==> src/tprm_pkg.sv <==
`default_nettype none
// ----------------------------------------------------------------------------
// tprm_pkg: shared types and constants of the tooth period rpm meter
// Holds the stream payloads, configuration register indexes, the datapath
// widths of the rpm division and the request/response of the shared divider.
// ----------------------------------------------------------------------------
package tprm_pkg;

    // Output value format: unsigned Q16.8, 24 bits
    localparam int unsigned RPM_W   = 24;
    localparam logic [RPM_W-1:0] RPM_MAX = 24'hFF_FFFF;

    // Register widths
    localparam int unsigned TEETH_W = 8;
    localparam int unsigned GEAR_W  = 16;
    localparam int unsigned ASIZE_W = 5;
    localparam int unsigned PERIOD_W = 32;

    // Scale factor 60 * CLOCK_HZ fits 36 bits over the whole clock range;
    // it is multiplied in two halves.
    localparam int unsigned SECONDS_PER_MINUTE = 60;
    localparam int unsigned SCALE_W  = 36;
    localparam int unsigned HALF_W   = SCALE_W / 2;

    // Divider widths: dividend gear*scale, divisor teeth*period, 24-bit quotient
    localparam int unsigned NUM_W   = GEAR_W + SCALE_W;
    localparam int unsigned DEN_W   = TEETH_W + PERIOD_W;
    localparam int unsigned Q_W     = RPM_W;
    localparam int unsigned QCNT_W  = $clog2(Q_W + 1);

    // Configuration port
    localparam int unsigned CFG_IDX_W  = 2;
    localparam int unsigned CFG_DATA_W = GEAR_W;
    localparam logic [CFG_IDX_W-1:0] CFG_TEETH_PER_REV = 2'd0;
    localparam logic [CFG_IDX_W-1:0] CFG_GEAR_RATIO_Q8 = 2'd1;
    localparam logic [CFG_IDX_W-1:0] CFG_AVERAGE_SIZE  = 2'd2;

    localparam logic [TEETH_W-1:0] TEETH_RESET = 8'd56;
    localparam logic [GEAR_W-1:0]  GEAR_RESET  = 16'd1024;
    localparam logic [ASIZE_W-1:0] ASIZE_RESET = 5'd2;

    typedef struct packed {
        logic [PERIOD_W-1:0] period_ticks;
    } t_period_req;

    typedef struct packed {
        logic [RPM_W-1:0] rpm_instant;
        logic [RPM_W-1:0] rpm_average;
        logic             increasing;
    } t_rpm_result;

    typedef struct packed {
        logic             start;
        logic [NUM_W-1:0] dividend;
        logic [DEN_W-1:0] divisor;
    } t_div_req;

    typedef struct packed {
        logic           done;
        logic [Q_W-1:0] quotient;
    } t_div_rsp;

endpackage
`default_nettype wire

==> src/tprm_stream_if.sv <==
`default_nettype none
// ----------------------------------------------------------------------------
// tprm_stream_if: valid/ready stream channel
// Carries one payload of type T per request; source drives valid and payload,
// sink drives ready.
// ----------------------------------------------------------------------------
interface tprm_stream_if #(
    parameter type T = logic
);
    logic valid;
    logic ready;
    T     payload;

    modport source (output valid, output payload, input ready);
    modport sink   (input valid, input payload, output ready);
endinterface
`default_nettype wire

==> src/tprm_div.sv <==
`default_nettype none
// ----------------------------------------------------------------------------
// tprm_div: shared restoring divider
// Saturation check in the start cycle, then one quotient bit per cycle.
// Quotients of 2**24 or more, and a zero divisor, return the maximum.
// ----------------------------------------------------------------------------
module tprm_div (
    input  wire                  i_clk,
    input  wire                  i_rst_n,
    input  wire tprm_pkg::t_div_req i_req,
    output tprm_pkg::t_div_rsp   o_rsp
);
    localparam int unsigned HI_W = tprm_pkg::NUM_W - tprm_pkg::Q_W;

    logic                        r_busy;
    logic                        r_sat;
    logic [tprm_pkg::QCNT_W-1:0] r_cnt;
    logic [tprm_pkg::DEN_W-1:0]  r_rem;
    logic [tprm_pkg::DEN_W-1:0]  r_div;
    logic [tprm_pkg::Q_W-1:0]    r_q;

    logic [HI_W-1:0]             w_hi;
    logic                        w_sat;
    logic [tprm_pkg::DEN_W:0]    w_trial;
    logic [tprm_pkg::DEN_W:0]    w_diff;
    logic                        w_ge;

    assign w_hi    = i_req.dividend[tprm_pkg::NUM_W-1:tprm_pkg::Q_W];
    // quotient overflows 24 bits when the upper dividend bits reach the divisor
    assign w_sat   = (i_req.divisor == '0) ||
                     (tprm_pkg::DEN_W'(w_hi) >= i_req.divisor);
    assign w_trial = {r_rem, r_q[tprm_pkg::Q_W-1]};
    assign w_diff  = w_trial - {1'b0, r_div};
    assign w_ge    = (w_trial >= {1'b0, r_div});

    always_ff @(posedge i_clk) begin
        if (!i_rst_n) begin
            r_busy <= 1'b0;
            r_cnt  <= '0;
        end else if (i_req.start) begin
            r_busy <= 1'b1;
            r_cnt  <= w_sat ? '0 : tprm_pkg::QCNT_W'(tprm_pkg::Q_W);
        end else if (r_busy) begin
            if (r_cnt != '0) begin
                r_cnt <= r_cnt - 1'b1;
            end else begin
                r_busy <= 1'b0;
            end
        end
    end

    always_ff @(posedge i_clk) begin
        if (i_req.start) begin
            r_sat <= w_sat;
            r_rem <= tprm_pkg::DEN_W'(w_hi);
            r_div <= i_req.divisor;
            r_q   <= i_req.dividend[tprm_pkg::Q_W-1:0];
        end else if (r_busy && (r_cnt != '0)) begin
            r_rem <= w_ge ? w_diff[tprm_pkg::DEN_W-1:0] : w_trial[tprm_pkg::DEN_W-1:0];
            r_q   <= {r_q[tprm_pkg::Q_W-2:0], w_ge};
        end
    end

    assign o_rsp.done     = r_busy && (r_cnt == '0);
    assign o_rsp.quotient = r_sat ? tprm_pkg::RPM_MAX : r_q;

endmodule
`default_nettype wire

==> src/tooth_period_rpm_meter.sv <==
`default_nettype none
// ----------------------------------------------------------------------------
// tooth_period_rpm_meter: rpm from tooth period with moving average
// Converts each measured tooth period into Q16.8 rpm, averages it over a
// configurable window and flags whether the recent averages are rising.
// ----------------------------------------------------------------------------
//
//  Channel    Modport  Payload                                  Dir
//  ---------  -------  ---------------------------------------  ---
//  i_sample   sink     period_ticks[31:0]                        in
//  o_result   source   rpm_instant[23:0], rpm_average[23:0],     out
//                      increasing
//  i_cfg_*    -        we, idx[1:0], wdata[15:0]                 in
//
//  Each request runs scale/divisor multiplication (S_MUL0, S_MUL1), the
//  rpm pass through the one shared divider, a window update (S_WIN), the
//  average pass (S_ADIV) and a history step (S_HIST); each divider pass
//  is a start, the quotient bits and a finish. A saturated rpm skips the
//  quotient bits of the first pass. The divider sets the rate; the next
//  request is accepted only back in S_IDLE, after the result is registered.
//  Synchronous active-low reset restores the register defaults and empties
//  the window and the history. i_sample.ready is high only while idle; a
//  finished result waiting on o_result stalls only the final history step.
//
module tooth_period_rpm_meter #(
    parameter int MAX_WINDOW    = 16,
    parameter int HISTORY_DEPTH = 5,
    parameter int CLOCK_HZ      = 1000000
) (
    input  wire                                   i_clk,
    input  wire                                   i_rst_n,
    tprm_stream_if.sink                           i_sample,
    tprm_stream_if.source                         o_result,
    input  wire                                   i_cfg_we,
    input  wire [tprm_pkg::CFG_IDX_W-1:0]         i_cfg_idx,
    input  wire [tprm_pkg::CFG_DATA_W-1:0]        i_cfg_wdata
);
    // Window geometry
    localparam int PTR_W  = (MAX_WINDOW > 1) ? $clog2(MAX_WINDOW) : 1;
    localparam int FILL_W = $clog2(MAX_WINDOW + 1);
    localparam int SUM_W  = tprm_pkg::RPM_W + $clog2(MAX_WINDOW);
    // History geometry
    localparam int HIDX_W  = $clog2(HISTORY_DEPTH);
    localparam int HFILL_W = $clog2(HISTORY_DEPTH + 1);

    // 60 * CLOCK_HZ, split into two halves for the multiplier
    localparam logic [tprm_pkg::SCALE_W-1:0] RPM_SCALE =
        tprm_pkg::SCALE_W'(64'(tprm_pkg::SECONDS_PER_MINUTE) * 64'(CLOCK_HZ));
    localparam logic [tprm_pkg::HALF_W-1:0] SCALE_LO = RPM_SCALE[tprm_pkg::HALF_W-1:0];
    localparam logic [tprm_pkg::HALF_W-1:0] SCALE_HI =
        RPM_SCALE[tprm_pkg::SCALE_W-1:tprm_pkg::HALF_W];

    // Sequencer states
    localparam logic [2:0] S_IDLE = 3'd0;
    localparam logic [2:0] S_MUL0 = 3'd1;
    localparam logic [2:0] S_MUL1 = 3'd2;
    localparam logic [2:0] S_RDIV = 3'd3;
    localparam logic [2:0] S_WIN  = 3'd4;
    localparam logic [2:0] S_ADIV = 3'd5;
    localparam logic [2:0] S_HIST = 3'd6;

    // Control state
    logic [2:0]                    r_state, n_state;
    logic                          r_start, n_start;
    logic                          r_out_valid;
    logic [tprm_pkg::TEETH_W-1:0]  r_teeth;
    logic [tprm_pkg::GEAR_W-1:0]   r_gear;
    logic [tprm_pkg::ASIZE_W-1:0]  r_asize;
    logic [SUM_W-1:0]              r_sum;
    logic [FILL_W-1:0]             r_fill;
    logic [PTR_W-1:0]              r_ptr;
    logic [HFILL_W-1:0]            r_hfill;

    // Payload state
    logic [tprm_pkg::PERIOD_W-1:0] r_period;
    logic [tprm_pkg::NUM_W-1:0]    r_num;
    logic [tprm_pkg::DEN_W-1:0]    r_den;
    logic [tprm_pkg::RPM_W-1:0]    r_rpm;
    logic [tprm_pkg::RPM_W-1:0]    r_avg;
    logic [tprm_pkg::RPM_W-1:0]    r_old;
    logic [tprm_pkg::RPM_W-1:0]    r_win_mem [MAX_WINDOW];
    logic [tprm_pkg::RPM_W-1:0]    r_hist    [HISTORY_DEPTH];
    tprm_pkg::t_rpm_result         r_out;

    // Datapath wires
    tprm_pkg::t_div_req            w_div_req;
    tprm_pkg::t_div_rsp            w_div_rsp;
    logic                          w_accept;
    logic                          w_emit;
    logic [FILL_W-1:0]             w_eff_size;
    logic                          w_win_full;
    logic [FILL_W-1:0]             w_fill_next;
    logic [FILL_W-1:0]             w_ptr_inc;
    logic [PTR_W-1:0]              w_ptr_next;
    logic [SUM_W-1:0]              w_sum_next;
    logic                          w_hist_full;
    logic [tprm_pkg::RPM_W-1:0]    w_oldest;
    logic                          w_cfg_size;

    assign w_accept   = i_sample.valid && i_sample.ready;
    assign w_emit     = (r_state == S_HIST) && (!r_out_valid || o_result.ready);
    assign w_cfg_size = i_cfg_we && (i_cfg_idx == tprm_pkg::CFG_AVERAGE_SIZE);

    // Clamp the window length: zero acts as one, oversize as the full window
    always_comb begin
        if (r_asize == '0) begin
            w_eff_size = FILL_W'(1);
        end else if (32'(r_asize) > 32'(MAX_WINDOW)) begin
            w_eff_size = FILL_W'(MAX_WINDOW);
        end else begin
            w_eff_size = FILL_W'(r_asize);
        end
    end

    // Window update: drop the oldest sample once full, add the new one
    assign w_win_full  = (r_fill >= w_eff_size);
    assign w_fill_next = w_win_full ? r_fill : r_fill + 1'b1;
    assign w_sum_next  = r_sum - (w_win_full ? SUM_W'(r_old) : '0) + SUM_W'(r_rpm);
    assign w_ptr_inc   = FILL_W'(r_ptr) + 1'b1;
    assign w_ptr_next  = (w_ptr_inc >= w_eff_size) ? '0 : w_ptr_inc[PTR_W-1:0];

    // History compare: oldest kept average after this push
    assign w_hist_full = (r_hfill == HFILL_W'(HISTORY_DEPTH));
    always_comb begin
        if (w_hist_full) begin
            w_oldest = r_hist[1];
        end else if (r_hfill == '0) begin
            w_oldest = r_avg;
        end else begin
            w_oldest = r_hist[0];
        end
    end

    // Shared divider: rpm pass divides scaled gear by teeth*period,
    // average pass divides window sum by fill count
    assign w_div_req.start    = r_start;
    assign w_div_req.dividend = r_num;
    assign w_div_req.divisor  = r_den;

    tprm_div u_div (
        .i_clk   (i_clk),
        .i_rst_n (i_rst_n),
        .i_req   (w_div_req),
        .o_rsp   (w_div_rsp)
    );

    // Sequencer
    always_comb begin
        n_state = r_state;
        n_start = 1'b0;
        unique case (r_state)
            S_IDLE: begin
                if (w_accept) begin
                    n_state = S_MUL0;
                end
            end
            S_MUL0: begin
                n_state = S_MUL1;
            end
            S_MUL1: begin
                n_start = 1'b1;
                n_state = S_RDIV;
            end
            S_RDIV: begin
                if (w_div_rsp.done) begin
                    n_state = S_WIN;
                end
            end
            S_WIN: begin
                n_start = 1'b1;
                n_state = S_ADIV;
            end
            S_ADIV: begin
                if (w_div_rsp.done) begin
                    n_state = S_HIST;
                end
            end
            S_HIST: begin
                // hold until the output register is free
                if (w_emit) begin
                    n_state = S_IDLE;
                end
            end
            default: begin
                n_state = S_IDLE;
            end
        endcase
    end

    // Control registers, configuration and window bookkeeping
    always_ff @(posedge i_clk) begin
        if (!i_rst_n) begin
            r_state     <= S_IDLE;
            r_start     <= 1'b0;
            r_out_valid <= 1'b0;
            r_teeth     <= tprm_pkg::TEETH_RESET;
            r_gear      <= tprm_pkg::GEAR_RESET;
            r_asize     <= tprm_pkg::ASIZE_RESET;
            r_sum       <= '0;
            r_fill      <= '0;
            r_ptr       <= '0;
            r_hfill     <= '0;
        end else begin
            r_state <= n_state;
            r_start <= n_start;

            if (w_emit) begin
                r_out_valid <= 1'b1;
            end else if (o_result.ready) begin
                r_out_valid <= 1'b0;
            end

            if (i_cfg_we && (i_cfg_idx == tprm_pkg::CFG_TEETH_PER_REV)) begin
                r_teeth <= i_cfg_wdata[tprm_pkg::TEETH_W-1:0];
            end
            if (i_cfg_we && (i_cfg_idx == tprm_pkg::CFG_GEAR_RATIO_Q8)) begin
                r_gear <= i_cfg_wdata[tprm_pkg::GEAR_W-1:0];
            end

            // a size write always empties the window; history is kept
            if (w_cfg_size) begin
                r_asize <= i_cfg_wdata[tprm_pkg::ASIZE_W-1:0];
                r_sum   <= '0;
                r_fill  <= '0;
                r_ptr   <= '0;
            end else if (r_state == S_WIN) begin
                r_sum  <= w_sum_next;
                r_fill <= w_fill_next;
                r_ptr  <= w_ptr_next;
            end

            if (w_emit && !w_hist_full) begin
                r_hfill <= r_hfill + 1'b1;
            end
        end
    end

    // Payload registers
    always_ff @(posedge i_clk) begin
        if (w_accept) begin
            r_period <= i_sample.payload.period_ticks;
        end

        unique case (r_state)
            S_MUL0: begin
                r_num <= tprm_pkg::NUM_W'(r_gear) * tprm_pkg::NUM_W'(SCALE_LO);
                r_den <= tprm_pkg::DEN_W'(r_teeth) * tprm_pkg::DEN_W'(r_period);
            end
            S_MUL1: begin
                r_num <= r_num +
                         ((tprm_pkg::NUM_W'(r_gear) * tprm_pkg::NUM_W'(SCALE_HI))
                          << tprm_pkg::HALF_W);
            end
            S_WIN: begin
                r_num <= tprm_pkg::NUM_W'(w_sum_next);
                r_den <= tprm_pkg::DEN_W'(w_fill_next);
            end
            default: begin
            end
        endcase

        if ((r_state == S_RDIV) && w_div_rsp.done) begin
            r_rpm <= w_div_rsp.quotient;
        end
        if ((r_state == S_ADIV) && w_div_rsp.done) begin
            r_avg <= w_div_rsp.quotient;
        end

        if (w_emit) begin
            r_out.rpm_instant <= r_rpm;
            r_out.rpm_average <= r_avg;
            r_out.increasing  <= (r_avg > w_oldest);
        end
    end

    // Window sample memory: one write and one registered read per cycle
    always_ff @(posedge i_clk) begin
        if (r_state == S_WIN) begin
            r_win_mem[r_ptr] <= r_rpm;
        end
        r_old <= r_win_mem[r_ptr];
    end

    // Average history: append until full, then shift toward the oldest slot
    always_ff @(posedge i_clk) begin
        if (w_emit) begin
            if (w_hist_full) begin
                for (int i = 0; i < HISTORY_DEPTH - 1; i++) begin
                    r_hist[i] <= r_hist[i+1];
                end
                r_hist[HISTORY_DEPTH-1] <= r_avg;
            end else begin
                r_hist[r_hfill[HIDX_W-1:0]] <= r_avg;
            end
        end
    end

    assign i_sample.ready   = (r_state == S_IDLE);
    assign o_result.valid   = r_out_valid;
    assign o_result.payload = r_out;

endmodule
`default_nettype wire

==> src/flat_wrapper.sv <==
// flat-port wrapper written by rule: the top's interface ports become plain ports
module tooth_period_rpm_meter_flat 
#(
    parameter int MAX_WINDOW    = 16,
    parameter int HISTORY_DEPTH = 5,
    parameter int CLOCK_HZ      = 1000000
)
  (i_clk, i_rst_n, i_cfg_we, i_cfg_idx, i_cfg_wdata, i_sample_valid, i_sample_payload, i_sample_ready, o_result_valid, o_result_payload, o_result_ready);
  tprm_stream_if #(.T(tprm_pkg::t_period_req)) i_sample_i ();
  tprm_stream_if #(.T(tprm_pkg::t_rpm_result)) o_result_i ();
  input  wire i_clk;
  input  wire i_rst_n;
  input  wire i_cfg_we;
  input  wire [tprm_pkg::CFG_IDX_W-1:0] i_cfg_idx;
  input  wire [tprm_pkg::CFG_DATA_W-1:0] i_cfg_wdata;
  input wire logic [$bits(i_sample_i.valid)-1:0] i_sample_valid;
  input wire logic [$bits(i_sample_i.payload)-1:0] i_sample_payload;
  output wire logic [$bits(i_sample_i.ready)-1:0] i_sample_ready;
  output wire logic [$bits(o_result_i.valid)-1:0] o_result_valid;
  output wire logic [$bits(o_result_i.payload)-1:0] o_result_payload;
  input wire logic [$bits(o_result_i.ready)-1:0] o_result_ready;
  assign i_sample_i.valid = i_sample_valid;
  assign i_sample_i.payload = i_sample_payload;
  assign i_sample_ready = i_sample_i.ready;
  assign o_result_valid = o_result_i.valid;
  assign o_result_payload = o_result_i.payload;
  assign o_result_i.ready = o_result_ready;
  tooth_period_rpm_meter #(.MAX_WINDOW(MAX_WINDOW), .HISTORY_DEPTH(HISTORY_DEPTH), .CLOCK_HZ(CLOCK_HZ)) u_core (.i_clk(i_clk), .i_rst_n(i_rst_n), .i_sample(i_sample_i), .o_result(o_result_i), .i_cfg_we(i_cfg_we), .i_cfg_idx(i_cfg_idx), .i_cfg_wdata(i_cfg_wdata));
endmodule
==> config.mk <==
export PLATFORM = sky130hd
export DESIGN_NAME = tooth_period_rpm_meter_flat
export DESIGN_NICKNAME = d
export VERILOG_FILES = /design/src/tprm_pkg.sv /design/src/tprm_stream_if.sv /design/src/tprm_div.sv /design/src/tooth_period_rpm_meter.sv /design/src/flat_wrapper.sv
export SDC_FILE = /design/constraint.sdc
export NUM_CORES = 2
export LEC_CHECK = 0
export BUFFER_PORTS_ARGS = -buffer_cell sky130_fd_sc_hd__buf_2
export CAP_MARGIN = 20
export CORE_MARGIN = 4
export CORE_UTILIZATION = 47
export CTS_BUF_LIST = sky130_fd_sc_hd__clkbuf_2
export DETAILED_ROUTE_END_ITERATION = 8
export GPL_ROUTABILITY_DRIVEN = 0
export PLACE_DENSITY = 0.65
export SLEW_MARGIN = 30
export SYNTH_ARGS = -nofsm -noshare
export SYNTH_HDL_FRONTEND = slang
export SYNTH_SLANG_ARGS = --single-unit
==> constraint.sdc <==
create_clock -name i_clk -period 16.3 [get_ports i_clk]
set_clock_uncertainty 0.2 [all_clocks]
set_input_delay 1.63 -clock i_clk [delete_from_list [all_inputs] [get_ports i_clk]]
set_output_delay 1.63 -clock i_clk [all_outputs]
set_load 0.03 [all_outputs]
Word level (Yosys, flattened, before mapping)
Memories as Yosys holds them, arrays and structs flattened. A register that Yosys moved wholly into a read port is not among the register bits.
Cells that the tools add are included.
{ "classes": {"addsub": 8, "mul": 3, "order_cmp": 6, "eq_ne": 13, "mux": 41, "bitwise_logic": 1, "n_reduce_logical": 32} }
{ "ops": {"columns": ["cell", "count"], "rows": [
  ["$mux W24", 7],
  ["$pmux W52 S3", 1],
  ["$pmux W40 S2", 1],
  ["$mux W28", 2],
  ["$add A52 B42 Y52", 1],
  ["$ge A41 B40 Y1", 1],
  ["$ge A28 B40 Y1", 1],
  ["$logic_not A40 Y1", 1],
  ["$mul A8 B32 Y40", 1],
  ["$mux W40", 1],
  ["$sub A40 B40 Y40", 1],
  ["$mux W5", 7],
  ["$add A28 B24 Y28", 1],
  ["$sub A28 B28 Y28", 1],
  ["$mul A16 B10 Y26 const B", 1],
  ["$gt A24 B24 Y1", 1],
  ["$reduce_or A24 Y1", 1],
  ["$mul A16 B6 Y22 const B", 1],
  ["$pmux W3 S7", 1],
  ["$mux W1", 15],
  ["$mux W3", 5],
  ["$eq A3 B3 Y1 const B", 4],
  ["$ge A5 B5 Y1", 2],
  ["$logic_and A1 B1 Y1", 10],
  ["24 further kinds", 36]
]} }
{ "word_totals": {"reg_bits": 406, "ram_bits": 504, "inputBits": 55, "output_inout_bits": 51, "elab_cells": 131, "memories": 2} }
{ "memory_table": {"columns": ["memory", "depth", "word_bits", "read_ports", "rd_ports_with_merged_regs", "wr", "line_no", "source"], "rows": [
  ["u_core.r_win_mem", 16, 24, 1, 1, 1, "tooth_period_rpm_meter.sv:81", "logic [tprm_pkg::RPM_W-1:0] r_win_mem [MAX_WINDOW];"],
  ["u_core.r_hist", 5, 24, 5, 0, 5, "tooth_period_rpm_meter.sv:82", "logic [tprm_pkg::RPM_W-1:0] r_hist [HISTORY_DEPTH];"]
]} }

Longest topological paths before layout
{ "logic_depth": {"word_depth": 8, "mapped_depth": 26, "ltp_nobuf": 26} }

Modules after synthesis
Synthesis repeated with hierarchy kept, for this count alone.
{ "unflattened": {"cells_unflattened": 4411, "area_unflattened_um2": 54851.4} }
{ "modules_own_cells": {"columns": ["mod", "n_inst", "cells_each", "area_each_um2"], "rows": [
  ["tooth_period_rpm_meter", 1, 3561, 46761.1],
  ["tprm_div", 1, 850, 8090.3]
]} }

Least setup slack after synthesis
Ideal clock, no wire load.
{ "synth_path": {"path_kind": "flip-flop to flip-flop", "startpoint": "reg u_core.r_gear[2] (netlist name)", "endpoint": "reg u_core.r_num[51] (netlist name), data pin", "setup_ns": 0.270, "arrival_time_ns": 5.153, "slack_ns": 10.677, "path_stages_with_launch": 25, "period_less_slack_ns": 5.623, "path_cell_list": "dfxtp_1 inv_1 fa_1 inv_1 fa_1 ha_1 ha_1 nor2b_1 o21ai_0 a21boi_1 o21ai_0 nand2b_1 a31o_2 a21o_1 a21oi_1 xnor2_1 ha_1 nor2b_1 o21ai_0 nand2b_1 a21oi_1 a31oi_1 a31oi_1 or3_1 a21oi_1"} }
{ "synth_between": {"elab_chain_cells": 3} }
{ "synth_lines": {"columns": ["item", "line_no", "source"], "rows": [
  ["start, declared", "tooth_period_rpm_meter.sv:67", "logic [tprm_pkg::GEAR_W-1:0] r_gear;"],
  ["start signal, assigned", "tooth_period_rpm_meter.sv:197", "r_gear <= tprm_pkg::GEAR_RESET;"],
  ["start signal, assigned", "tooth_period_rpm_meter.sv:217", "r_gear <= i_cfg_wdata[tprm_pkg::GEAR_W-1:0];"],
  ["$mul A16 B6 Y22", "tooth_period_rpm_meter.sv:251", "((tprm_pkg::NUM_W'(r_gear) * tprm_pkg::NUM_W'(SCALE_HI))"],
  ["$add A52 B42 Y52", "tooth_period_rpm_meter.sv:250", "r_num <= r_num +"],
  ["$pmux W52 S3", "tooth_period_rpm_meter.sv:244", "unique case (r_state)"],
  ["end signal, assigned", "tooth_period_rpm_meter.sv:246", "r_num <= tprm_pkg::NUM_W'(r_gear) * tprm_pkg::NUM_W'(SCALE_LO);"],
  ["end signal, assigned", "tooth_period_rpm_meter.sv:250", null],
  ["end signal, assigned", "tooth_period_rpm_meter.sv:255", "r_num <= tprm_pkg::NUM_W'(w_sum_next);"],
  ["end, declared", "tooth_period_rpm_meter.sv:76", "logic [tprm_pkg::NUM_W-1:0] r_num;"]
]} }
Every way passes these cells.
A chain may end at the register's enable or synchronous reset.

Worst setup path in the final report
{ "layout_path": {"startpoint": "reg u_core.r_gear[2] (netlist name)", "endpoint": "reg u_core.r_num[49] (netlist name), data pin"} }
Same word-level chain as after synthesis.

==> impl_metrics.json <==
{
  "status": "finished clean",
  "fin_nets": 5294,
  "worstMarginPinSlew_ns": 1.014,
  "synth-main-ff-cell": "edfxtp_1",
  "ys_ff_latch": 934,
  "numClockSinks": 934,
  "pwr-share-seq_pct": 48.6,
  "critPathLaunchType": "flip-flop",
  "drive_gt1_share_pct": 18.33,
  "maxCapViolations": 0,
  "synth_top_family_by_area": "adder cells",
  "synth_mux_area_share_pct": 7.933,
  "cts_tree": "yes",
  "clockRootBuffer": "clkbuf_2",
  "critPathArrivalTime_ns": 7.30,
  "die_w_um": 347.9,
  "slew_violations": 0,
  "async_flop_share_pct": 0,
  "combinationalPowerShare_pct": 24.4,
  "place_hpwl_mm": 86.76,
  "postCtsResizedCells": 0,
  "finalHoldViolCount": 0,
  "synth_compound_area_share_pct": 8.371,
  "syn_nets": 5010,
  "intPower_uw": 3885,
  "areaGrowthSynthToFinish_pct": 9.136,
  "clkTransAtPathRegs_ns": 0.10,
  "yosys.area_share.simple_pct": 9.754,
  "yosysMostFrequentCell": "edfxtp_1",
  "ys_warn_count": 0,
  "end_kind": "flip-flop",
  "relSlewSlack_pct": 32.40,
  "cpPeakStageDelay_ns": 0.56,
  "min_period_ns": 6.338,
  "clockPowerShare_pct": 27.0,
  "fin_area_um2": 59250,
  "cts_setup_buffers": 0,
  "rsz0062_at_grt": "no",
  "synth-xor-area-share_pct": 2.259,
  "num_vias": 34670,
  "min_period_over_period_pct": 38.89,
  "worstSetupPathType": "reg2reg",
  "crit_start": "u_core.r_gear[2]$_SDFFE_PN0P_",
  "p_sw_uw": 1876,
  "netlist_top_cells_area": "edfxtp_1 45%, fa_1 9.8%, ha_1 8.0%",
  "cp_max_fo": 10,
  "vias_per_cell": 5.474,
  "drcViolationCount": 0,
  "dr.first_iter.drc_count": 2610,
  "wirelength_mm": 125.2,
  "grt_usage_pct": 20.92,
  "ant_nets": 0,
  "syn_area_um2": 54290,
  "die_h_um": 347.9,
  "dr.pass1.iters": 6,
  "fin_util_pct": 51.75,
  "ios": 106,
  "grt_overflow": 0,
  "grt_start_max_net_pins": 69,
  "fmax_mhz": 157.8,
  "port_buffers": 105,
  "pwr_density_cell_nw_per_um2": 97.24,
  "synthDistinctLibCells": 91,
  "required_ns": 17.26,
  "pre_cts_slack_ns": 10.08,
  "cts_buffer_depth": 3,
  "grt_pass1_vias": 35531,
  "grt_first_pass_wirelength_mm": 199.1,
  "peakVddDrop_v": 0.00006709,
  "placed_area_um2": 56680,
  "switching_share_pct": 32.57,
  "yosys.area_share.adder_pct": 17.85,
  "slowest_stage": "a31oi_1",
  "setup_viol": 0,
  "rows": 124,
  "htreeDepth": 4,
  "hp-class": "reg2reg",
  "die-area_um2": 121000,
  "synth_edf_count": 818,
  "synth_top_area_share_pct": 45.25,
  "routedWlPerCell_um": 19.77,
  "seq_area_frac_synth_pct": 49.52,
  "setup-tns-final_ns": 0,
  "synthCells": 4340,
  "r2r_start": "u_core.r_gear[2]$_SDFFE_PN0P_",
  "worstHoldStart": "u_core.r_den[30]$_SDFFCE_PP0P_",
  "path_cells": "inv_1, fa_1, inv_1, fa_1, ha_1, ha_1, nor2b_1, o21ai_0, a21boi_1, o21ai_0, nand2b_1, a31o_2, a21o_1, a21oi_1, xnor2_1, ha_1, nor2b_1, o21ai_0, nand2b_1, a21oi_1, a31oi_1, a31oi_1, or3_1, a21oi_1",
  "core_um2": 114500,
  "antenna_found_initial": 6,
  "cts-buffers-inserted": 226,
  "start_util_pct": 47.41,
  "avgSynthCellArea_um2": 12.51,
  "fillers": 10089,
  "leakagePower_uw": 0.02393,
  "finalWorstSetupSlack_ns": 9.962,
  "power_uw": 5761,
  "yosys.area.top_type": "edfxtp_1",
  "yosys-top-cells-count": "818 x edfxtp_1, 464 x inv_1, 387 x nand2_1, 349 x ha_1, 266 x fa_1",
  "worstSkewPairLatency_ns": 1.58
}
-- per-stage QoR --
stage	instances	hold slack, ns
floorplan	4340	0.2268
CTS	6330	0.009434
finish	6334	0.1592
global route	6334	0.1123
global placement	5864	0.2320
detailed placement	5865	0.2373
-- path summary, 6_finish.rpt --
kind,to,slack (ns),depth (start not counted)
max reg2reg,u_core.r_num[49]$_DFFE_PP_,9.96,24
max,u_core.r_num[49]$_DFFE_PP_,9.96,24
min reg2reg,u_core.u_div.r_div[30]$_DFFE_PP_,0.16,0
min,u_core.u_div.r_div[30]$_DFFE_PP_,0.16,0
-- registers in the layout, summed over array words and instances, names as in the netlist, 3 cells and up --
register / flops
u_core.r_teeth: 8
u_core.u_div.r_q: 24
u_core.r_period: 32
u_core.r_fill: 5
u_core.o_result.payload: 49
u_core.r_den: 40
u_core.r_gear: 16
u_core.r_sum: 28
u_core.r_avg: 24
u_core.r_num: 52
u_core.u_div.r_cnt: 5
u_core.r_ptr: 4
u_core.r_rpm: 24
u_core.r_asize: 5
u_core.u_div.r_rem: 40
u_core.r_state: 3
u_core.r_hfill: 3
u_core.r_old: 24
u_core.r_win_mem: 384
u_core.r_hist: 120
u_core.u_div.r_div: 40
-- kinds of logic (layout without fill, tap and decap cells) --
family	Yosys count	after routing
compound gates	680	680
simple gates	1095	1095
flops	934	934
buf+inv	611	1089
mux	265	265
xor+xnor	140	140
other cells	0	4
fa+ha+maj	615	615
-- power by group through the flow --
stage               Sequential [uW]  Clock [uW]  Combinational (uW)
CTS                            2800        1630                1410
global placement               2850           0                1360
global route                   2810        1760                1610
finish                         2800        1560                1410
floorplan                      2800           0                1080
detailed placement             2850           0                1390
-- layout by cell type (no fill, tap or decap), types with 25 or more instances in the layout --
cell / instances
o21a_1: 27
a21oi_1: 186
xor2_1: 53
buf_2: 105
inv_1: 462
mux2_2: 122
a21o_1: 85
fa_1: 266
dlygate4sd3_1: 43
a211oi_1: 25
nand3_1: 59
or2_2: 33
ha_1: 349
dfxtp_1: 111
nand2_1: 385
a31oi_1: 46
buf_4: 50
nor2_1: 188
xnor2_1: 87
clkbuf_2: 352
nand2b_1: 35
nor3_1: 55
edfxtp_1: 818
clkinv_1: 47
and2_1: 156
mux4_2: 120
nor2b_1: 39
o21ai_0: 105
-- area by class of cell --
cell class / instances / area (um^2) / share of cell area, %
timing repair buffer: 201 / 1381 / 2.331
sequential: 934 / 26900 / 45.40
multi-input combinational: 2795 / 25200 / 42.54
inverter: 466 / 1750 / 2.954
clock buffer: 352 / 1762 / 2.973
antenna: 4 / 10.01 / 0.01689
tap: 1512 / 1892 / 3.193
clock inverter: 70 / 349.1 / 0.5892
-- repair_timing --
item / in CTS / in global routing
hold buffers: 43 / 0
setup endpoints to repair: 0 / 0
hold endpoints to repair: 43 / 0
-- worst max-delay path: cells and delay by family, from the launching register on --
family	cells	cell delay [ns]
buffers and inverters	2	0.21
AND/OR/NAND/NOR	5	0.71
flip-flops	1	0.49
XOR/XNOR	1	0.14
adder cells (fa/ha/maj)	5	1.94
AO/OA/AOI/OAI	11	2.26
-- routing by layer --
| metal | routed length, um | track usage [%] |
|---|---|---|
| met1 | 56640 | 29.47 |
| met2 | 58560 | 33.64 |
| met3 | 7592 | 3.599 |
| met4 | 2420 | 6.105 |
| met5 | 13 | 0 |
(Power assumes the default switching activity.)
